==> src/design/rcd_pkg.sv <==
// Shared types, codes and ring index helpers for the restricted circular deque.
`default_nettype none

package rcd_pkg;

  // Ring geometry
  localparam int DEPTH = 16;
  localparam int IDX_W = (DEPTH > 1) ? $clog2(DEPTH) : 1;
  localparam int WORD_W = 32;

  typedef logic [IDX_W-1:0] idx_t;
  typedef logic signed [WORD_W-1:0] word_t;
  typedef logic [2:0] req_t;
  typedef logic [1:0] status_t;
  typedef logic [1:0] mode_t;

  // Request codes
  localparam req_t REQ_PUSH_BACK  = 3'd0;
  localparam req_t REQ_PUSH_FRONT = 3'd1;
  localparam req_t REQ_POP_FRONT  = 3'd2;
  localparam req_t REQ_POP_BACK   = 3'd3;
  localparam req_t REQ_PEEK       = 3'd4;

  // Status codes
  localparam status_t ST_OK        = 2'd0;
  localparam status_t ST_OVERFLOW  = 2'd1;
  localparam status_t ST_UNDERFLOW = 2'd2;
  localparam status_t ST_REFUSED   = 2'd3;

  // Restriction modes
  localparam mode_t MODE_FREE     = 2'd0;
  localparam mode_t MODE_OUT_ONLY = 2'd1;
  localparam mode_t MODE_IN_ONLY  = 2'd2;

  // Sequencer states
  typedef enum logic [1:0] {
    S_IDLE,
    S_EXEC,
    S_READ,
    S_LOAD
  } state_t;

  // Controller to datapath commands
  typedef struct packed {
    logic load_req;
    logic exec;
    logic capture;
    logic load_out;
  } cmd_t;

  // Datapath to controller status
  typedef struct packed {
    logic out_busy;
  } sts_t;

  function automatic idx_t next_slot(idx_t i);
    return (i == idx_t'(DEPTH - 1)) ? '0 : idx_t'(i + 1'b1);
  endfunction

  function automatic idx_t prev_slot(idx_t i);
    return (i == '0) ? idx_t'(DEPTH - 1) : idx_t'(i - 1'b1);
  endfunction

endpackage

`default_nettype wire

==> src/design/rcd_if.sv <==
// Valid/ready channel interfaces for requests and results.
`default_nettype none

interface rcd_in_if;
  logic                 valid;
  logic                 ready;
  rcd_pkg::req_t        req_type;
  rcd_pkg::word_t       push_value;

  modport source (output valid, output req_type, output push_value, input ready);
  modport sink   (input valid, input req_type, input push_value, output ready);
endinterface

interface rcd_out_if;
  logic                 valid;
  logic                 ready;
  rcd_pkg::word_t       popped_value;
  rcd_pkg::word_t       front_value;
  rcd_pkg::word_t       back_value;
  rcd_pkg::status_t     status;
  logic                 is_empty;
  logic                 is_full;

  modport source (output valid, output popped_value, output front_value,
                  output back_value, output status, output is_empty,
                  output is_full, input ready);
  modport sink   (input valid, input popped_value, input front_value,
                  input back_value, input status, input is_empty,
                  input is_full, output ready);
endinterface

`default_nettype wire

==> src/design/restricted_circular_deque_core.sv <==
// Top level of the restricted circular deque.
// The sequencer takes one request at a time: it steps each accepted request
// through the execute, memory read and result load steps around the
// registered-read slot memory, and the load step waits while a result is unread.
// A result waiting at the output does not block acceptance of the next request.
// Reset (rst_n low, synchronous) empties the deque and clears the mode to
// unrestricted; slot contents are left as they are.
`default_nettype none

module restricted_circular_deque_core (
  input  wire logic            clk,
  input  wire logic            rst_n,
  input  wire logic            cfg_we,
  input  wire rcd_pkg::mode_t  cfg_wdata,
  rcd_in_if.sink               in_ch,
  rcd_out_if.source            out_ch
);
  import rcd_pkg::*;

  cmd_t cmd;
  sts_t sts;
  logic in_ready;

  assign in_ch.ready = in_ready;

  rcd_ctrl u_ctrl (
    .clk      (clk),
    .rst_n    (rst_n),
    .in_valid (in_ch.valid),
    .in_ready (in_ready),
    .sts      (sts),
    .cmd      (cmd)
  );

  rcd_datapath u_dp (
    .clk              (clk),
    .rst_n            (rst_n),
    .cfg_we           (cfg_we),
    .cfg_wdata        (cfg_wdata),
    .in_req_type      (in_ch.req_type),
    .in_push_value    (in_ch.push_value),
    .cmd              (cmd),
    .sts              (sts),
    .out_ready        (out_ch.ready),
    .out_valid        (out_ch.valid),
    .out_popped_value (out_ch.popped_value),
    .out_front_value  (out_ch.front_value),
    .out_back_value   (out_ch.back_value),
    .out_status       (out_ch.status),
    .out_is_empty     (out_ch.is_empty),
    .out_is_full      (out_ch.is_full)
  );

endmodule

`default_nettype wire

==> src/design/rcd_ram.sv <==
// Generic RAM: one write port, two registered read ports.
`default_nettype none

module rcd_ram #(
  parameter int WIDTH = 32,
  parameter int DEPTH = 16
) (
  input  wire logic                             clk,
  input  wire logic                             we,
  input  wire logic [$clog2(DEPTH)-1:0]         waddr,
  input  wire logic [WIDTH-1:0]                 wdata,
  input  wire logic [$clog2(DEPTH)-1:0]         raddr_a,
  output logic      [WIDTH-1:0]                 rdata_a,
  input  wire logic [$clog2(DEPTH)-1:0]         raddr_b,
  output logic      [WIDTH-1:0]                 rdata_b
);

  logic [WIDTH-1:0] mem [DEPTH];

  // Write and registered reads
  always_ff @(posedge clk) begin
    if (we) begin
      mem[waddr] <= wdata;
    end
    rdata_a <= mem[raddr_a];
    rdata_b <= mem[raddr_b];
  end

endmodule

`default_nettype wire

==> src/design/rcd_ctrl.sv <==
// Sequencer that steps one request through execute, read and load.
`default_nettype none

module rcd_ctrl (
  input  wire logic          clk,
  input  wire logic          rst_n,
  input  wire logic          in_valid,
  output logic               in_ready,
  input  wire rcd_pkg::sts_t sts,
  output rcd_pkg::cmd_t      cmd
);
  import rcd_pkg::*;

  state_t state_r, state_nxt;

  // Advance state
  always_ff @(posedge clk) begin
    if (!rst_n) begin
      state_r <= S_IDLE;
    end else begin
      state_r <= state_nxt;
    end
  end

  // Next state
  always_comb begin
    state_nxt = state_r;
    case (state_r)
      S_IDLE: begin
        if (in_valid) state_nxt = S_EXEC;
      end
      S_EXEC: state_nxt = S_READ;
      S_READ: state_nxt = S_LOAD;
      S_LOAD: begin
        if (!sts.out_busy) state_nxt = S_IDLE;
      end
      default: state_nxt = S_IDLE;
    endcase
  end

  // Drive commands
  always_comb begin
    cmd      = '0;
    in_ready = 1'b0;
    case (state_r)
      S_IDLE: begin
        in_ready     = 1'b1;
        cmd.load_req = in_valid;
      end
      S_EXEC: cmd.exec = 1'b1;
      S_READ: cmd.capture = 1'b1;
      S_LOAD: cmd.load_out = !sts.out_busy;
      default: cmd = '0;
    endcase
  end

  // Checks
  a_exec_to_read: assert property (@(posedge clk) disable iff (!rst_n)
    cmd.exec |=> cmd.capture) else $error("execute not followed by read");
  a_load_free: assert property (@(posedge clk) disable iff (!rst_n)
    cmd.load_out |-> !sts.out_busy) else $error("result loaded over a waiting one");
  a_accept_exec: assert property (@(posedge clk) disable iff (!rst_n)
    cmd.load_req |=> cmd.exec) else $error("accepted item not executed");

endmodule

`default_nettype wire

==> src/design/rcd_datapath.sv <==
// Deque indices, slot memory, mode register and result register.
`default_nettype none

module rcd_datapath (
  input  wire logic               clk,
  input  wire logic               rst_n,
  input  wire logic               cfg_we,
  input  wire rcd_pkg::mode_t     cfg_wdata,
  input  wire rcd_pkg::req_t      in_req_type,
  input  wire rcd_pkg::word_t     in_push_value,
  input  wire rcd_pkg::cmd_t      cmd,
  output rcd_pkg::sts_t           sts,
  input  wire logic               out_ready,
  output logic                    out_valid,
  output rcd_pkg::word_t          out_popped_value,
  output rcd_pkg::word_t          out_front_value,
  output rcd_pkg::word_t          out_back_value,
  output rcd_pkg::status_t        out_status,
  output logic                    out_is_empty,
  output logic                    out_is_full
);
  import rcd_pkg::*;

  mode_t   mode_r;
  req_t    req_r;
  word_t   word_r;
  idx_t    front_r, front_nxt;
  idx_t    back_r, back_nxt;
  logic    empty_r, empty_nxt;
  status_t status_r, status_nxt;
  logic    pop_ok_r, pop_ok_nxt;
  word_t   popped_r;
  logic    out_valid_r;

  logic    is_push, is_pop, refused, full;
  logic    we;
  idx_t    waddr, pop_addr, raddr_a;
  logic [WORD_W-1:0] rdata_a, rdata_b;

  // Hold the mode register
  always_ff @(posedge clk) begin
    if (!rst_n) begin
      mode_r <= MODE_FREE;
    end else if (cfg_we) begin
      mode_r <= cfg_wdata;
    end
  end

  // Capture the accepted item
  always_ff @(posedge clk) begin
    if (cmd.load_req) begin
      req_r  <= in_req_type;
      word_r <= in_push_value;
    end
  end

  // Decide the request against current state
  always_comb begin
    is_push  = (req_r == REQ_PUSH_BACK) || (req_r == REQ_PUSH_FRONT);
    is_pop   = (req_r == REQ_POP_FRONT) || (req_r == REQ_POP_BACK);
    refused  = (req_r > REQ_PEEK)
            || (mode_r == MODE_OUT_ONLY && req_r == REQ_POP_FRONT)
            || (mode_r == MODE_IN_ONLY && req_r == REQ_PUSH_BACK);
    full     = !empty_r && (next_slot(back_r) == front_r);
    pop_addr = (req_r == REQ_POP_FRONT) ? front_r : back_r;

    status_nxt = ST_OK;
    front_nxt  = front_r;
    back_nxt   = back_r;
    empty_nxt  = empty_r;
    pop_ok_nxt = 1'b0;
    we         = 1'b0;
    waddr      = '0;

    if (refused) begin
      status_nxt = ST_REFUSED;
    end else if (is_push) begin
      if (full) begin
        status_nxt = ST_OVERFLOW;
      end else begin
        we = 1'b1;
        if (empty_r) begin
          front_nxt = '0;
          back_nxt  = '0;
          empty_nxt = 1'b0;
          waddr     = '0;
        end else if (req_r == REQ_PUSH_BACK) begin
          back_nxt = next_slot(back_r);
          waddr    = back_nxt;
        end else begin
          front_nxt = prev_slot(front_r);
          waddr     = front_nxt;
        end
      end
    end else if (empty_r) begin
      status_nxt = ST_UNDERFLOW;
    end else if (is_pop) begin
      pop_ok_nxt = 1'b1;
      if (front_r == back_r) begin
        front_nxt = '0;
        back_nxt  = '0;
        empty_nxt = 1'b1;
      end else if (req_r == REQ_POP_FRONT) begin
        front_nxt = next_slot(front_r);
      end else begin
        back_nxt = prev_slot(back_r);
      end
    end
  end

  // Advance indices on execute
  always_ff @(posedge clk) begin
    if (!rst_n) begin
      front_r <= '0;
      back_r  <= '0;
      empty_r <= 1'b1;
    end else if (cmd.exec) begin
      front_r <= front_nxt;
      back_r  <= back_nxt;
      empty_r <= empty_nxt;
    end
  end

  // Hold status and pop flag for the result
  always_ff @(posedge clk) begin
    if (cmd.exec) begin
      status_r <= status_nxt;
      pop_ok_r <= pop_ok_nxt;
    end
    if (cmd.capture) begin
      popped_r <= pop_ok_r ? word_t'(rdata_a) : '0;
    end
  end

  // Port A reads the popped slot on execute, then the new front
  assign raddr_a = cmd.exec ? pop_addr : front_r;

  rcd_ram #(
    .WIDTH (WORD_W),
    .DEPTH (DEPTH)
  ) u_slots (
    .clk     (clk),
    .we      (we && cmd.exec),
    .waddr   (waddr),
    .wdata   (word_r),
    .raddr_a (raddr_a),
    .rdata_a (rdata_a),
    .raddr_b (back_r),
    .rdata_b (rdata_b)
  );

  // Result register
  always_ff @(posedge clk) begin
    if (!rst_n) begin
      out_valid_r <= 1'b0;
    end else if (cmd.load_out) begin
      out_valid_r <= 1'b1;
    end else if (out_ready) begin
      out_valid_r <= 1'b0;
    end
  end

  always_ff @(posedge clk) begin
    if (cmd.load_out) begin
      out_popped_value <= popped_r;
      out_front_value  <= empty_r ? '0 : word_t'(rdata_a);
      out_back_value   <= empty_r ? '0 : word_t'(rdata_b);
      out_status       <= status_r;
      out_is_empty     <= empty_r;
      out_is_full      <= !empty_r && (next_slot(back_r) == front_r);
    end
  end

  assign out_valid    = out_valid_r;
  assign sts.out_busy = out_valid_r && !out_ready;

  // Checks
  a_empty_idx: assert property (@(posedge clk) disable iff (!rst_n)
    empty_r |-> (front_r == '0 && back_r == '0)) else $error("empty deque with moved index");
  a_push_fills: assert property (@(posedge clk) disable iff (!rst_n)
    cmd.exec && is_push && status_nxt == ST_OK |=> !empty_r)
    else $error("successful push left deque empty");
  a_refused_hold: assert property (@(posedge clk) disable iff (!rst_n)
    cmd.exec && status_nxt == ST_REFUSED |=>
      $stable(front_r) && $stable(back_r) && $stable(empty_r))
    else $error("refused request changed state");

endmodule

`default_nettype wire
==> src/flat_wrapper.sv <==
// flat-port wrapper written by rule: the top's interface ports become plain ports
module restricted_circular_deque_core_flat import rcd_pkg::*;
  (clk, rst_n, cfg_we, cfg_wdata, in_ch_valid, in_ch_req_type, in_ch_push_value, in_ch_ready, out_ch_valid, out_ch_popped_value, out_ch_front_value, out_ch_back_value, out_ch_status, out_ch_is_empty, out_ch_is_full, out_ch_ready);
  rcd_in_if in_ch_i ();
  rcd_out_if out_ch_i ();
  input  wire logic clk;
  input  wire logic rst_n;
  input  wire logic cfg_we;
  input  wire rcd_pkg::mode_t cfg_wdata;
  input wire logic [$bits(in_ch_i.valid)-1:0] in_ch_valid;
  input wire logic [$bits(in_ch_i.req_type)-1:0] in_ch_req_type;
  input wire logic [$bits(in_ch_i.push_value)-1:0] in_ch_push_value;
  output wire logic [$bits(in_ch_i.ready)-1:0] in_ch_ready;
  output wire logic [$bits(out_ch_i.valid)-1:0] out_ch_valid;
  output wire logic [$bits(out_ch_i.popped_value)-1:0] out_ch_popped_value;
  output wire logic [$bits(out_ch_i.front_value)-1:0] out_ch_front_value;
  output wire logic [$bits(out_ch_i.back_value)-1:0] out_ch_back_value;
  output wire logic [$bits(out_ch_i.status)-1:0] out_ch_status;
  output wire logic [$bits(out_ch_i.is_empty)-1:0] out_ch_is_empty;
  output wire logic [$bits(out_ch_i.is_full)-1:0] out_ch_is_full;
  input wire logic [$bits(out_ch_i.ready)-1:0] out_ch_ready;
  assign in_ch_i.valid = in_ch_valid;
  assign in_ch_i.req_type = in_ch_req_type;
  assign in_ch_i.push_value = in_ch_push_value;
  assign in_ch_ready = in_ch_i.ready;
  assign out_ch_valid = out_ch_i.valid;
  assign out_ch_popped_value = out_ch_i.popped_value;
  assign out_ch_front_value = out_ch_i.front_value;
  assign out_ch_back_value = out_ch_i.back_value;
  assign out_ch_status = out_ch_i.status;
  assign out_ch_is_empty = out_ch_i.is_empty;
  assign out_ch_is_full = out_ch_i.is_full;
  assign out_ch_i.ready = out_ch_ready;
  restricted_circular_deque_core u_core (.clk(clk), .rst_n(rst_n), .cfg_we(cfg_we), .cfg_wdata(cfg_wdata), .in_ch(in_ch_i), .out_ch(out_ch_i));
endmodule
==> config.mk <==
export PLATFORM = sky130hd
export DESIGN_NAME = restricted_circular_deque_core_flat
export DESIGN_NICKNAME = d
export VERILOG_FILES = /design/src/design/rcd_pkg.sv /design/src/design/rcd_if.sv /design/src/design/restricted_circular_deque_core.sv /design/src/design/rcd_ram.sv /design/src/design/rcd_ctrl.sv /design/src/design/rcd_datapath.sv /design/src/flat_wrapper.sv
export SDC_FILE = /design/constraint.sdc
export NUM_CORES = 1
export LEC_CHECK = 0
export BUFFER_PORTS_ARGS = -buffer_cell sky130_fd_sc_hd__buf_2
export CAP_MARGIN = 10
export CORE_MARGIN = 2
export CORE_UTILIZATION = 30
export CTS_CLUSTER_SIZE = 30
export DETAILED_ROUTE_END_ITERATION = 7
export PLACE_DENSITY = 0.41
export SLEW_MARGIN = 20
export SYNTH_ARGS = -nofsm -noshare
export SYNTH_HDL_FRONTEND = slang
export SYNTH_SLANG_ARGS = --single-unit
export TNS_END_PERCENT = 1
==> constraint.sdc <==
create_clock -name clk -period 8.13 [get_ports clk]
set_clock_uncertainty 0.2 [all_clocks]
set_input_delay 0.4065 -clock clk [delete_from_list [all_inputs] [get_ports clk]]
set_output_delay 0.4065 -clock clk [all_outputs]
set_load 0.005 [all_outputs]
### Word-level counts from Yosys, hierarchy flattened

Memory sizes are Yosys's and may differ from the RTL's. A register that Yosys moved wholly into a read port is not among the register bits.
Cells that the tools add are included.

* muxes and demuxes: 51
* magnitude comparators: 1
* bitwise gates (word level): 1
* reductions and logical operators: 24
* add/sub/neg operators: 4
* equal/unequal tests: 19

Operator list (number)
* 2-to-1 mux 4 bit: 27
* 2-to-1 mux 1 bit: 19
* AND reduction 7 bit: 2
* adder 4 x 1 -> 4 bit (second input constant): 2
* == test 4 bit: 2
* == test 4 bit (second input constant): 2
* zero test 4 bit: 2
* 2-to-1 mux 2 bit: 4
* one-hot mux 2 bit (4 select lines): 1
* subtractor 4 x 1 -> 4 bit (second input constant): 2
* == test 2 bit (second input constant): 3
* == test 3 x 2 -> 1 bit (second input constant): 2
* inequality test 2 bit (second input constant): 3
* inequality test 3 x 2 -> 1 bit (second input constant): 2
* logical AND 1 bit: 5
* == test 2 x 1 -> 1 bit (second input constant): 2
* logical OR 1 bit: 4
* nonzero test 2 bit: 2
* == test 3 x 1 -> 1 bit (second input constant): 1
* greater-than comparator 3 bit (second input constant): 1
* zero test 1 bit: 3
* zero test 3 bit: 1
* inequality test 3 bit (second input constant): 1
* AND reduction 3 bit: 1
* 6 further kinds: 6

* input bits: 42
* memories kept: 1
* logic and storage cells: 118
* register bits: 184
* memory bits (writable): 512

Memory list
* u_core.u_dp.u_slots.mem: words 16, bits a word 32, read ports 2, clocked after Yosys merged registers in 2, write ports 1, RTL line rcd_ram.sv:18 `logic [WIDTH-1:0] mem [DEPTH];`

### Depth between registers and ports, before layout

Gate-level depths: netlist of the first run.

* depth in word-level cells: 10
* depth in mapped cells: 10
* gate-level depth less buffers: 8

### By module

Synthesis of the first run repeated with hierarchy kept, for this count alone.

* cells, all modules: 1593
* area, all modules: 31313.8 µm²

By module, submodules not included
* rcd_ram: area an instance 24203.2 µm², cells an instance 1141, instances 1
* rcd_datapath: area an instance 6935.4 µm², cells an instance 433, instances 1
* rcd_ctrl: area an instance 175.2 µm², cells an instance 19, instances 1

### Worst setup path before layout of the first run

OpenSTA, ideal clock, no wires.

* path type: flip-flop to flip-flop
* start point: register u_core.u_ctrl.state_r[0]
* end point: register u_core.u_dp.out_back_value[0], enable pin
* cell stages (with the launch flop): 3
* library setup time: 0.571 ns
* period minus slack after synthesis: 5.740 ns
* path buffers: 0
* required time: 7.359 ns
* data arrival time: 4.969 ns
* path slack: 2.390 ns
* path through: dfxtp_1 > ha_1 > nor2b_1

RTL lines
* start: declaration: RTL line rcd_ctrl.sv:14 `state_t state_r, state_nxt;`
* start signal: assignment: RTL line rcd_ctrl.sv:21 `state_r <= state_nxt;`
* end signal: assignment: RTL line rcd_datapath.sv:167 `out_back_value <= empty_r ? '0 : word_t'(rdata_b);`
* end: declaration: RTL line rcd_datapath.sv:17 `output rcd_pkg::word_t out_back_value,`

### Worst setup path in the final report of the first run

* start point: register u_core.u_dp.back_r[0]
* end point: memory u_core.u_dp.u_slots.mem[2][22], enable pin

* longest elaborated chain between the ends: 10
* elaborated cells between the ends (all ways): 16
* those cells by class: add/sub: 1; eq/ne: 2; mux: 11; reduce/logical: 2

RTL lines
* start: declaration: RTL line rcd_datapath.sv:28 `idx_t back_r, back_nxt;`
* start signal: assignment: RTL line rcd_datapath.sv:119 `back_r <= back_nxt;`
* adder 4 x 1 -> 4 bit or == test 4 bit (tied branches): RTL line rcd_pkg.sv:57 `return (i == idx_t'(DEPTH - 1)) ? '0 : idx_t'(i + 1'b1);`
* 2-to-1 mux 4 bit (*): RTL line rcd_pkg.sv:57
* == test 4 bit: RTL line rcd_datapath.sv:64 `full = !empty_r && (next_slot(back_r) == front_r);`
* logical AND 1 bit: RTL line rcd_datapath.sv:64
* 2-to-1 mux 1 bit: RTL line rcd_datapath.sv:78 `if (full) begin`
* 2-to-1 mux 1 bit: RTL line rcd_datapath.sv:77 `end else if (is_push) begin`
* 2-to-1 mux 1 bit: RTL line rcd_datapath.sv:75 `if (refused) begin`
* logical AND 1 bit: RTL line rcd_datapath.sv:143 `.we (we && cmd.exec),`
* 2-to-1 mux 1 bit: RTL line rcd_ram.sv:22 `if (we) begin`
* 2-to-1 mux 1 bit (not written as such): RTL line rcd_ram.sv:23 `mem[waddr] <= wdata;`
* end: declaration: RTL line rcd_ram.sv:18

Every way passes the cells marked *; elsewhere a longest branch is shown, timed or not.

==> impl_metrics.xml, run 1 <==
<?xml version="1.0" encoding="UTF-8"?>
<metrics>
  <group name="sta">
    <metric name="number_of_failing_setup_endpoints_in_the_final_timing_report" unit="">0</metric>
    <metric name="slew_violations" unit="">0</metric>
    <metric name="worst_slack_on_hold_paths" unit="ns">0.2170</metric>
    <metric name="fin_setup_tns" unit="ns">0</metric>
    <metric name="final-hold-violation-count" unit="">0</metric>
    <metric name="final_critical_path_setup_slack" unit="ns">3.378</metric>
    <metric name="fin_crit" unit="ns">4.752</metric>
    <metric name="worst_slew_pin_slew" unit="ns">0.9797</metric>
    <metric name="max_clock_freq" unit="GHz">0.2104</metric>
    <metric name="rsz_0062_raised_after_global_routing" unit="">no</metric>
    <metric name="max-slew-margin-rel" unit="">0.3469</metric>
    <metric name="final.period_utilization" unit="">0.5845</metric>
  </group>
  <group name="floorplanning">
    <metric name="die_area" unit="mm2">0.1077</metric>
    <metric name="floorplan.die.height" unit="um">328.1</metric>
    <metric name="initial_core_util" unit="">0.3036</metric>
    <metric name="core_area" unit="mm2">0.1038</metric>
    <metric name="die_width" unit="um">328.1</metric>
    <metric name="rows" unit="">118</metric>
    <metric name="io-pin-count" unit="">144</metric>
  </group>
  <group name="pwr">
    <metric name="netSwitchingFraction" unit="">0.2758</metric>
    <metric name="power.clock.fraction" unit="">0.359</metric>
    <metric name="internal_power" unit="mW">7.974</metric>
    <metric name="net-switching-power" unit="mW">3.037</metric>
    <metric name="power.ir.vdd_worst" unit="mV">0.1516</metric>
    <metric name="power.leakage" unit="nW">11.50</metric>
    <metric name="comb_power_share" unit="">0.163</metric>
    <metric name="cellPowerDensity" unit="mW/mm2">295.0</metric>
    <metric name="power.share.sequential" unit="">0.478</metric>
  </group>
  <group name="worst_setup_path">
    <metric name="kind_of_cell_with_the_highest_combined_delay_on_the_critical_path" unit="">simple AND/OR/NAND/NOR gates</metric>
    <metric name="cp.arrival" unit="ns">4.86</metric>
    <metric name="crit_slowest_cell" unit="">sky130_fd_sc_hd__dfxtp_4</metric>
    <metric name="r2r_endpoint" unit="">u_core.u_dp.u_slots.mem[2][22]</metric>
    <metric name="cpMostUsedCell" unit="">sky130_fd_sc_hd__buf_4</metric>
    <metric name="start_kind" unit="">flop</metric>
    <metric name="path_cells" unit="">buf_4 -&gt; a21oi_1 -&gt; o22a_1 -&gt; xnor2_1 -&gt; a21o_1 -&gt; or3_1 -&gt; nor2_4 -&gt; buf_4</metric>
    <metric name="worst_setup_path_end_kind" unit="">flop</metric>
    <metric name="crit_path_max_incr_delay" unit="ns">0.79</metric>
    <metric name="critical_path_required" unit="ns">8.24</metric>
    <metric name="worstPathMaxFanout" unit="">33</metric>
    <metric name="worstSetupPathType" unit="">flop to flop</metric>
    <metric name="rrSetupSlack" unit="ns">3.38</metric>
    <metric name="crit-reg2reg-launch" unit="">u_core.u_dp.back_r[0]</metric>
    <metric name="worstRegToRegCells" unit="">8</metric>
    <metric name="worstPathBufferInverterCount" unit="">2</metric>
  </group>
  <group name="yosys">
    <metric name="synth_edf_count" unit="">682</metric>
    <metric name="synthesis.area_per_instance" unit="um2">18.15</metric>
    <metric name="yosys.area_share.xor_xnor" unit="">0.002779</metric>
    <metric name="synth-seq-area-share" unit="">0.6994</metric>
    <metric name="synth_cell_type_count" unit="">52</metric>
    <metric name="postSynthCellCount" unit="">1736</metric>
    <metric name="syn_nets" unit="">1786</metric>
    <metric name="async_reset_ff_frac" unit="">0</metric>
    <metric name="synth-adder-area-share" unit="">0.003176</metric>
    <metric name="synth_top_family_by_area" unit="">multiplexers</metric>
    <metric name="synth_warnings" unit="">0</metric>
    <metric name="muxShareOfSynthArea" unit="">0.2005</metric>
    <metric name="synth_flop_cell" unit="">sky130_fd_sc_hd__edfxtp_1</metric>
    <metric name="syn_area" unit="mm2">0.03152</metric>
    <metric name="synth_seq_cells" unit="">760</metric>
    <metric name="yosys.area_share.simple" unit="">0.04057</metric>
    <metric name="share_of_the_synthesized_area_in_compound_gates_ao_oa_aoi_oai" unit="">0.03720</metric>
  </group>
  <group name="routing">
    <metric name="drt-wirelength-per-cell" unit="um">26.16</metric>
    <metric name="drc_errors" unit="">0</metric>
    <metric name="detailroute.via_count" unit="">17221</metric>
    <metric name="drt-total-wl" unit="mm">88.72</metric>
    <metric name="via_per_inst" unit="">5.077</metric>
    <metric name="drt-pass1-iter-count" unit="">5</metric>
    <metric name="antenna_violating_nets_post_route" unit="">0</metric>
    <metric name="drt-initial-drc-count" unit="">1049</metric>
  </group>
  <group name="cts">
    <metric name="clock-root-buffer" unit="">sky130_fd_sc_hd__clkbuf_16</metric>
    <metric name="cts-htree-levels" unit="">3</metric>
    <metric name="tritoncts" unit="">yes</metric>
    <metric name="clkLatencyLatePin" unit="ns">0.66</metric>
    <metric name="clock_sink_count" unit="">760</metric>
    <metric name="post_cts_resized" unit="">0</metric>
    <metric name="path_clk_slew" unit="ns">0.06</metric>
    <metric name="ctsLongestPathBuffers" unit="">3</metric>
    <metric name="numCtsBuffers" unit="">89</metric>
  </group>
  <group name="layout">
    <metric name="antenna_cells" unit="">0</metric>
    <metric name="layout-drive-gt1-share" unit="">0.2540</metric>
    <metric name="syn_to_final_growth" unit="%">18.44</metric>
    <metric name="finish.cell_count_without_fillers" unit="">3392</metric>
    <metric name="design_area" unit="mm2">0.03733</metric>
    <metric name="final_nets" unit="">1985</metric>
    <metric name="fillerInstances" unit="">9734</metric>
  </group>
  <group name="place">
    <metric name="port_buffers" unit="">143</metric>
    <metric name="place.detailed.instances" unit="">3182</metric>
    <metric name="gp_congestion" unit="">0.7548</metric>
    <metric name="preCtsSetupSlack" unit="ns">3.229</metric>
    <metric name="detailed_place.area" unit="mm2">0.03400</metric>
    <metric name="place_hpwl" unit="mm">51.11</metric>
  </group>
  <group name="global_routing">
    <metric name="grt_overflow_total" unit="">0</metric>
    <metric name="maximum_number_of_pins_on_one_net_before_global_route_repair" unit="">119</metric>
    <metric name="grt_pass1_vias" unit="">17974</metric>
    <metric name="global_route.usage.total" unit="">0.1644</metric>
    <metric name="grt_first_pass_wirelength" unit="mm">127.7</metric>
    <metric name="initial_antenna_violation_count" unit="">1</metric>
  </group>
  <group name="min_path">
    <metric name="worst_hold_path_type" unit="">flop to flop</metric>
    <metric name="whs_path_depth" unit="">0</metric>
    <metric name="whs_endpoint" unit="">u_core.u_dp.out_popped_value[1]</metric>
    <metric name="hold_path.startpoint" unit="">u_core.u_dp.popped_r[1]</metric>
  </group>
  <group name="flow_run">
    <metric name="cap_violations" unit="">0</metric>
  </group>
  <group name="outcome">
    <metric name="status" unit="">finished, final reports clean</metric>
  </group>
</metrics>
## cell usage after synthesis, types with 4 or more instances
cell,instances,area [um2]
sky130_fd_sc_hd__mux2i_1,270,2703
sky130_fd_sc_hd__nand2_1,27,101.4
sky130_fd_sc_hd__clkbuf_1,56,210.2
sky130_fd_sc_hd__and2_1,35,219.0
sky130_fd_sc_hd__o22ai_1,128,800.8
sky130_fd_sc_hd__a22oi_1,4,30.03
sky130_fd_sc_hd__edfxtp_1,682,20480
sky130_fd_sc_hd__a311oi_1,5,43.79
sky130_fd_sc_hd__nor2b_1,66,412.9
sky130_fd_sc_hd__o21ai_0,4,20.02
sky130_fd_sc_hd__nand3_1,5,25.02
sky130_fd_sc_hd__nand2b_1,4,25.02
sky130_fd_sc_hd__buf_1,26,97.59
sky130_fd_sc_hd__dfxtp_1,78,1562
sky130_fd_sc_hd__or4_1,33,247.7
sky130_fd_sc_hd__inv_1,12,45.04
sky130_fd_sc_hd__nor2_1,32,120.1
sky130_fd_sc_hd__nor3_1,7,35.03
sky130_fd_sc_hd__mux4_2,160,3603
sky130_fd_sc_hd__a21oi_1,15,75.07
sky130_fd_sc_hd__ha_1,8,100.1
sky130_fd_sc_hd__buf_2,30,150.1
sky130_fd_sc_hd__xnor2_1,8,70.07
sky130_fd_sc_hd__a31oi_1,5,31.28
## power groups by stage
| stage | combinational (mW) | clock (mW) | sequential, mW |
|---|---|---|---|
| finish | 1.80 | 3.96 | 5.26 |
| global placement | 1.81 | 0 | 5.34 |
| global route | 1.94 | 4.23 | 5.33 |
| floorplan | 1.28 | 0 | 5.09 |
| CTS | 1.84 | 4.08 | 5.27 |
| detailed placement | 1.82 | 0 | 5.35 |
## logic make-up (layout without fill, tap and decap cells)
logic type               count (synthesis)  in the layout
buffers and inverters                  126            402
XOR/XNOR                                10             10
multiplexers                           431            431
adder cells (fa/ha/maj)                  8              8
AND/OR/NAND/NOR                        221            221
flip-flops                             760            760
AO/OA/AOI/OAI                          180            180
## through the flow
stage / power [mW] / util
CTS: 11.19 / 0.3596
finish: 11.01 / 0.3596
detailed placement: 7.166 / 0.3275
global placement: 7.151 / 0.3274
global route: 11.49 / 0.3596
floorplan: 6.373 / -
## repair_timing
item	4_1_cts	5_1_grt
endpoints found under the hold margin	43	0
setup endpoints to repair	0	0
setup buffers	0	0
hold buffers	42	0
## layout by cell type, fill, tap and decap left out, types with 6 or more instances in the layout
master,netlist,routed
sky130_fd_sc_hd__clkbuf_1,56,28
sky130_fd_sc_hd__inv_1,12,12
sky130_fd_sc_hd__clkbuf_16,0,89
sky130_fd_sc_hd__clkinv_1,0,10
sky130_fd_sc_hd__xnor2_1,8,8
sky130_fd_sc_hd__nand2_2,0,6
sky130_fd_sc_hd__mux2i_1,270,269
sky130_fd_sc_hd__buf_4,2,34
sky130_fd_sc_hd__bufinv_16,0,6
sky130_fd_sc_hd__clkbuf_8,0,9
sky130_fd_sc_hd__and2_1,35,34
sky130_fd_sc_hd__nor2_1,32,18
sky130_fd_sc_hd__o22ai_1,128,128
sky130_fd_sc_hd__dfxtp_1,78,73
sky130_fd_sc_hd__or4_1,33,33
sky130_fd_sc_hd__nor2b_1,66,65
sky130_fd_sc_hd__buf_2,30,143
sky130_fd_sc_hd__edfxtp_1,682,682
sky130_fd_sc_hd__dlygate4sd3_1,0,42
sky130_fd_sc_hd__nand2_1,27,19
sky130_fd_sc_hd__mux4_2,160,160
sky130_fd_sc_hd__ha_1,8,7
sky130_fd_sc_hd__clkinv_2,0,14
sky130_fd_sc_hd__a21oi_1,15,15
sky130_fd_sc_hd__nor2_4,0,14
## state kept, by name (all words and copies together) (netlist names), 2 cells and up
signal	flops
u_core.u_dp.out_front_value	32
u_core.u_dp.out_status	2
u_core.u_dp.u_slots.rdata_b	32
u_core.u_dp.popped_r	32
u_core.u_dp.out_popped_value	32
u_core.u_ctrl.state_r	2
u_core.u_dp.status_r	2
u_core.u_dp.back_r	4
u_core.u_dp.mode_r	2
u_core.u_dp.u_slots.mem	512
u_core.u_dp.word_r	32
u_core.u_dp.out_back_value	32
u_core.u_dp.u_slots.rdata_a	32
u_core.u_dp.front_r	4
u_core.u_dp.req_r	3
## how the worst max path moves through the flow
stage / start / end / cells past startpoint
finish: u_core.u_dp.back_r[0] / u_core.u_dp.u_slots.mem[2][22] / 8
global route: u_core.u_dp.back_r[0] / u_core.u_dp.u_slots.mem[5][27] / 8
CTS: u_core.u_dp.back_r[0] / u_core.u_dp.u_slots.mem[1][20] / 8
detailed placement: u_core.u_dp.back_r[0] / u_core.u_dp.u_slots.mem[1][23] / 8
global placement: u_core.u_dp.back_r[0] / u_core.u_dp.u_slots.mem[5][26] / 8
floorplan: u_core.u_ctrl.state_r[0] / u_core.u_dp.out_back_value[0] / 2
## layer usage
metal  GRT usage  vias up  routed length, um
met4     0.05235        0               2643
met2      0.2698      416              42340
met3     0.03050      145               3954
li1            -     7491                  -
met1      0.2204     9169              39780
met5           0        -                  0
## final cells by class
class                      instances  area [um2]  area share
clock inverter                    42       455.4     0.01220
sequential                       760       22060      0.5910
timing repair buffer             222        1451     0.03888
multi-input combinational        850        9133      0.2447
inverter                          12       45.04    0.001207
clock buffer                     126        2456     0.06580
tap                             1380        1727     0.04626
## worst register-to-register path, stage by stage, from the launching register on
cell	delay, ns
sky130_fd_sc_hd__dfxtp_4	0.79
sky130_fd_sc_hd__buf_4	0.74
sky130_fd_sc_hd__a21oi_1	0.14
sky130_fd_sc_hd__o22a_1	0.27
sky130_fd_sc_hd__xnor2_1	0.20
sky130_fd_sc_hd__a21o_1	0.25
sky130_fd_sc_hd__or3_1	0.56
sky130_fd_sc_hd__nor2_4	0.75
sky130_fd_sc_hd__buf_4	0.48
No activity file was read; power rests on OpenSTA's default activity.
==> run 2: changes to the inputs <==
Settings changed: ABC_AREA set to 1, PLACE_DENSITY 0.41 to 0.42.
Clock period 8.13 ns to 3.9 ns, I/O delays scaled along.
==> impl_metrics.xml, run 2 <==
<?xml version="1.0" encoding="UTF-8"?>
<metrics>
  <group name="flow_run">
    <metric name="cap_violations" unit="">0</metric>
  </group>
  <group name="cts">
    <metric name="ctsLongestPathBuffers" unit="">3</metric>
    <metric name="clock_sink_count" unit="">760</metric>
    <metric name="post_cts_resized" unit="">0</metric>
    <metric name="clkLatencyLatePin" unit="ns">0.68</metric>
    <metric name="clock-root-buffer" unit="">sky130_fd_sc_hd__clkbuf_16</metric>
    <metric name="path_clk_slew" unit="ns">0.06</metric>
    <metric name="cts-htree-levels" unit="">3</metric>
    <metric name="numCtsBuffers" unit="">88</metric>
    <metric name="tritoncts" unit="">yes</metric>
  </group>
  <group name="floorplanning">
    <metric name="initial_core_util" unit="">0.3029</metric>
    <metric name="floorplan.die.height" unit="um">338.5</metric>
    <metric name="rows" unit="">122</metric>
    <metric name="die_area" unit="mm2">0.1146</metric>
    <metric name="core_area" unit="mm2">0.1108</metric>
    <metric name="io-pin-count" unit="">144</metric>
    <metric name="die_width" unit="um">338.5</metric>
  </group>
  <group name="layout">
    <metric name="mostFrequentLayoutCells" unit="">sky130_fd_sc_hd__edfxtp_1, sky130_fd_sc_hd__nand2_1, sky130_fd_sc_hd__inv_1</metric>
    <metric name="finish.cell_count_without_fillers" unit="">4921</metric>
    <metric name="final_nets" unit="">3409</metric>
    <metric name="regMostFlops" unit="">u_core.u_dp.u_slots.mem</metric>
    <metric name="largest_register_ffs" unit="">512</metric>
    <metric name="syn_to_final_growth" unit="%">18.55</metric>
    <metric name="layout-drive-gt1-share" unit="">0.1203</metric>
    <metric name="layout.cells.most_common" unit="">sky130_fd_sc_hd__edfxtp_1</metric>
    <metric name="design_area" unit="mm2">0.03979</metric>
    <metric name="antenna_cells" unit="">0</metric>
  </group>
  <group name="yosys">
    <metric name="async_reset_ff_frac" unit="">0</metric>
    <metric name="netlist_top_cells_area" unit="">sky130_fd_sc_hd__edfxtp_1, sky130_fd_sc_hd__nand2_1, sky130_fd_sc_hd__o211ai_1, sky130_fd_sc_hd__o21ai_0, sky130_fd_sc_hd__dfxtp_1</metric>
    <metric name="syn_nets" unit="">3257</metric>
    <metric name="synth_edf_count" unit="">682</metric>
    <metric name="synth-seq-area-share" unit="">0.6567</metric>
    <metric name="synth.largest_area_cell" unit="">sky130_fd_sc_hd__edfxtp_1</metric>
    <metric name="syn_area" unit="mm2">0.03356</metric>
    <metric name="synth_seq_cells" unit="">760</metric>
    <metric name="synth_top_cell_area_share" unit="">0.6102</metric>
    <metric name="synth_flop_cell" unit="">sky130_fd_sc_hd__edfxtp_1</metric>
    <metric name="synth_cell_type_count" unit="">34</metric>
    <metric name="synthesis.area_per_instance" unit="um2">10.47</metric>
    <metric name="postSynthCellCount" unit="">3207</metric>
    <metric name="top_cells_by_count_synth" unit="">sky130_fd_sc_hd__edfxtp_1, sky130_fd_sc_hd__nand2_1, sky130_fd_sc_hd__inv_1, sky130_fd_sc_hd__o21ai_0, sky130_fd_sc_hd__o211ai_1</metric>
    <metric name="synth_most_common_cell" unit="">sky130_fd_sc_hd__edfxtp_1</metric>
    <metric name="synth_warnings" unit="">0</metric>
  </group>
  <group name="sta">
    <metric name="number_of_failing_setup_endpoints_in_the_final_timing_report" unit="">0</metric>
    <metric name="final_critical_path_setup_slack" unit="ns">0.5314</metric>
    <metric name="worst_slew_pin_slew" unit="ns">1.148</metric>
    <metric name="fin_crit" unit="ns">3.369</metric>
    <metric name="rsz_0062_raised_after_global_routing" unit="">no</metric>
    <metric name="final.period_utilization" unit="">0.8638</metric>
    <metric name="final-hold-violation-count" unit="">0</metric>
    <metric name="max-slew-margin-rel" unit="">0.2346</metric>
    <metric name="max_clock_freq" unit="GHz">0.2969</metric>
    <metric name="worst_slack_on_hold_paths" unit="ns">0.04176</metric>
    <metric name="slew_violations" unit="">0</metric>
  </group>
  <group name="pwr">
    <metric name="comb_power_share" unit="">0.290</metric>
    <metric name="cellPowerDensity" unit="mW/mm2">685.5</metric>
    <metric name="net-switching-power" unit="mW">9.997</metric>
    <metric name="power.clock.fraction" unit="">0.308</metric>
    <metric name="internal_power" unit="mW">17.28</metric>
    <metric name="power.share.sequential" unit="">0.402</metric>
    <metric name="netSwitchingFraction" unit="">0.3665</metric>
    <metric name="power.leakage" unit="nW">14.88</metric>
    <metric name="power.ir.vdd_worst" unit="mV">0.4442</metric>
  </group>
  <group name="routing">
    <metric name="drt-pass1-iter-count" unit="">7</metric>
    <metric name="drt-total-wl" unit="mm">111.1</metric>
    <metric name="detailroute.via_count" unit="">24320</metric>
    <metric name="drt-wirelength-per-cell" unit="um">22.58</metric>
    <metric name="via_per_inst" unit="">4.942</metric>
    <metric name="antenna_violating_nets_post_route" unit="">0</metric>
    <metric name="drc_errors" unit="">0</metric>
    <metric name="drt-initial-drc-count" unit="">1869</metric>
  </group>
  <group name="global_routing">
    <metric name="grt_first_pass_wirelength" unit="mm">164.1</metric>
    <metric name="initial_antenna_violation_count" unit="">1</metric>
    <metric name="grt_pass1_vias" unit="">24112</metric>
    <metric name="global_route.usage.total" unit="">0.1920</metric>
    <metric name="grt_overflow_total" unit="">0</metric>
    <metric name="maximum_number_of_pins_on_one_net_before_global_route_repair" unit="">190</metric>
  </group>
  <group name="worst_setup_path">
    <metric name="rrSetupSlack" unit="ns">0.53</metric>
    <metric name="start_kind" unit="">flop</metric>
    <metric name="critical_path_required" unit="ns">4.00</metric>
    <metric name="crit_path_max_incr_delay" unit="ns">0.48</metric>
    <metric name="crit-reg2reg-launch" unit="">u_core.u_dp.req_r[1]</metric>
    <metric name="r2r_endpoint" unit="">u_core.u_dp.u_slots.mem[12][12]</metric>
    <metric name="worstSetupPathType" unit="">flop to flop</metric>
    <metric name="worstRegToRegCells" unit="">10</metric>
    <metric name="crit_slowest_cell" unit="">sky130_fd_sc_hd__edfxtp_1</metric>
    <metric name="worst_setup_path_end_kind" unit="">flop</metric>
    <metric name="path_cells" unit="">nor2_1 -&gt; nand2_1 -&gt; inv_1 -&gt; nand2_1 -&gt; o21ai_0 -&gt; nand4_1 -&gt; inv_1 -&gt; nand3_1 -&gt; nor2_4 -&gt; buf_4</metric>
    <metric name="cp.arrival" unit="ns">3.47</metric>
    <metric name="worstPathMaxFanout" unit="">18</metric>
    <metric name="worst_setup_path_endpoint" unit="">u_core.u_dp.u_slots.mem[12][12]</metric>
    <metric name="worstSetupStartpoint" unit="">u_core.u_dp.req_r[1]</metric>
  </group>
  <group name="place">
    <metric name="port_buffers" unit="">143</metric>
    <metric name="place_hpwl" unit="mm">61.54</metric>
    <metric name="place.detailed.instances" unit="">4706</metric>
    <metric name="gp_congestion" unit="">0.8102</metric>
    <metric name="detailed_place.area" unit="mm2">0.03636</metric>
    <metric name="preCtsSetupSlack" unit="ns">0.5601</metric>
  </group>
  <group name="min_path">
    <metric name="worst_hold_path_type" unit="">primary input to flop</metric>
  </group>
  <group name="outcome">
    <metric name="status" unit="">finished, final reports clean</metric>
  </group>
</metrics>
-- run 2: cell count changes in the layout (fill, tap and decap cells not counted), moves of 103 or more --
cell / before / now
sky130_fd_sc_hd__a21oi_1: 15 / 230
sky130_fd_sc_hd__inv_1: 12 / 384
sky130_fd_sc_hd__mux2i_1: 269 / 0
sky130_fd_sc_hd__mux4_2: 160 / 0
sky130_fd_sc_hd__nand2_1: 19 / 597
sky130_fd_sc_hd__nand3_1: 5 / 217
sky130_fd_sc_hd__nor2_1: 18 / 121
sky130_fd_sc_hd__o211ai_1: 2 / 240
sky130_fd_sc_hd__o21ai_0: 4 / 313
sky130_fd_sc_hd__o22ai_1: 128 / 3
-- run 2: how the worst min path moves through the flow --
stage                     cells past startpoint                 start  slack (ns)                endpoint
after detailed placement                      1   in_ch_push_value[5]        0.17   u_core.u_dp.word_r[5]
after global routing                          2  in_ch_push_value[28]        0.01  u_core.u_dp.word_r[28]
after CTS                                     2  in_ch_push_value[28]       0.001  u_core.u_dp.word_r[28]
after global placement                        1   in_ch_push_value[1]        0.17   u_core.u_dp.word_r[1]
final                                         2   in_ch_push_value[9]        0.04   u_core.u_dp.word_r[9]
after floorplan                               0     in_ch_req_type[0]        0.09    u_core.u_dp.req_r[0]
-- run 2: timing repair --
action / CTS / global route
hold endpoints to repair: 65 / 0
hold buffers: 51 / 0
setup buffers: 0 / 0
setup endpoints to repair: 0 / 0
-- run 2: logic make-up after synthesis --
kind of cell,count (synthesis),share of synthesized area
and+or+nand+nor,1001,0.1244
buffers and inverters,610,0.07269
adders and majority gates,8,0.002982
DFF,760,0.6567
AOI/OAI and AO/OA,819,0.1409
xor gates and xnor gates,9,0.002349
-- run 2: area by class of cell --
cell class | instances | area [um2]
multi-input combinational | 1837 | 9270
sequential | 760 | 22050
fill | 11179 | 71030
clock buffer | 112 | 2404
clock inverter | 52 | 518.0
inverter | 394 | 1489
tap | 1488 | 1862
timing repair buffer | 278 | 2195
-- run 2: power groups by stage --
| stage | registers (mW) | logic (mW) | clock network [mW] |
|---|---|---|---|
| after floorplan | 10.7 | 4.93 | 0 |
| after global placement | 11.1 | 7.95 | 0 |
| after detailed placement | 11.1 | 7.93 | 0 |
| after CTS | 11.0 | 7.99 | 8.64 |
| after global routing | 11.1 | 8.76 | 8.93 |
| final | 11.0 | 7.91 | 8.40 |
-- run 2: critical path, delay by kind of cell (launching register included) --
family | cells | cell delay, ns
buffers and inverters | 3 | 0.81
and+or+nand+nor | 6 | 1.39
AOI/OAI and AO/OA | 1 | 0.10
DFF | 1 | 0.48
-- run 2: metal layers --
metal	share of wire	track usage	routed length [um]	vias to the layer above
met5	0	0	0	-
met4	0.027	0.05657	3048	0
met3	0.048	0.02546	5287	178
met2	0.46	0.3067	50750	705
met1	0.47	0.2718	52010	11899
li1	-	-	-	11538
-- run 2: metrics by stage --
step | power [mW] | TNS, ns | util
after floorplan | 15.58 | -167.09 | -
after global placement | 19.09 | 0 | 0.3281
after detailed placement | 19.06 | 0 | 0.3281
after CTS | 27.59 | 0 | 0.3590
after global routing | 28.75 | 0 | 0.3590
final | 27.28 | 0 | 0.3590
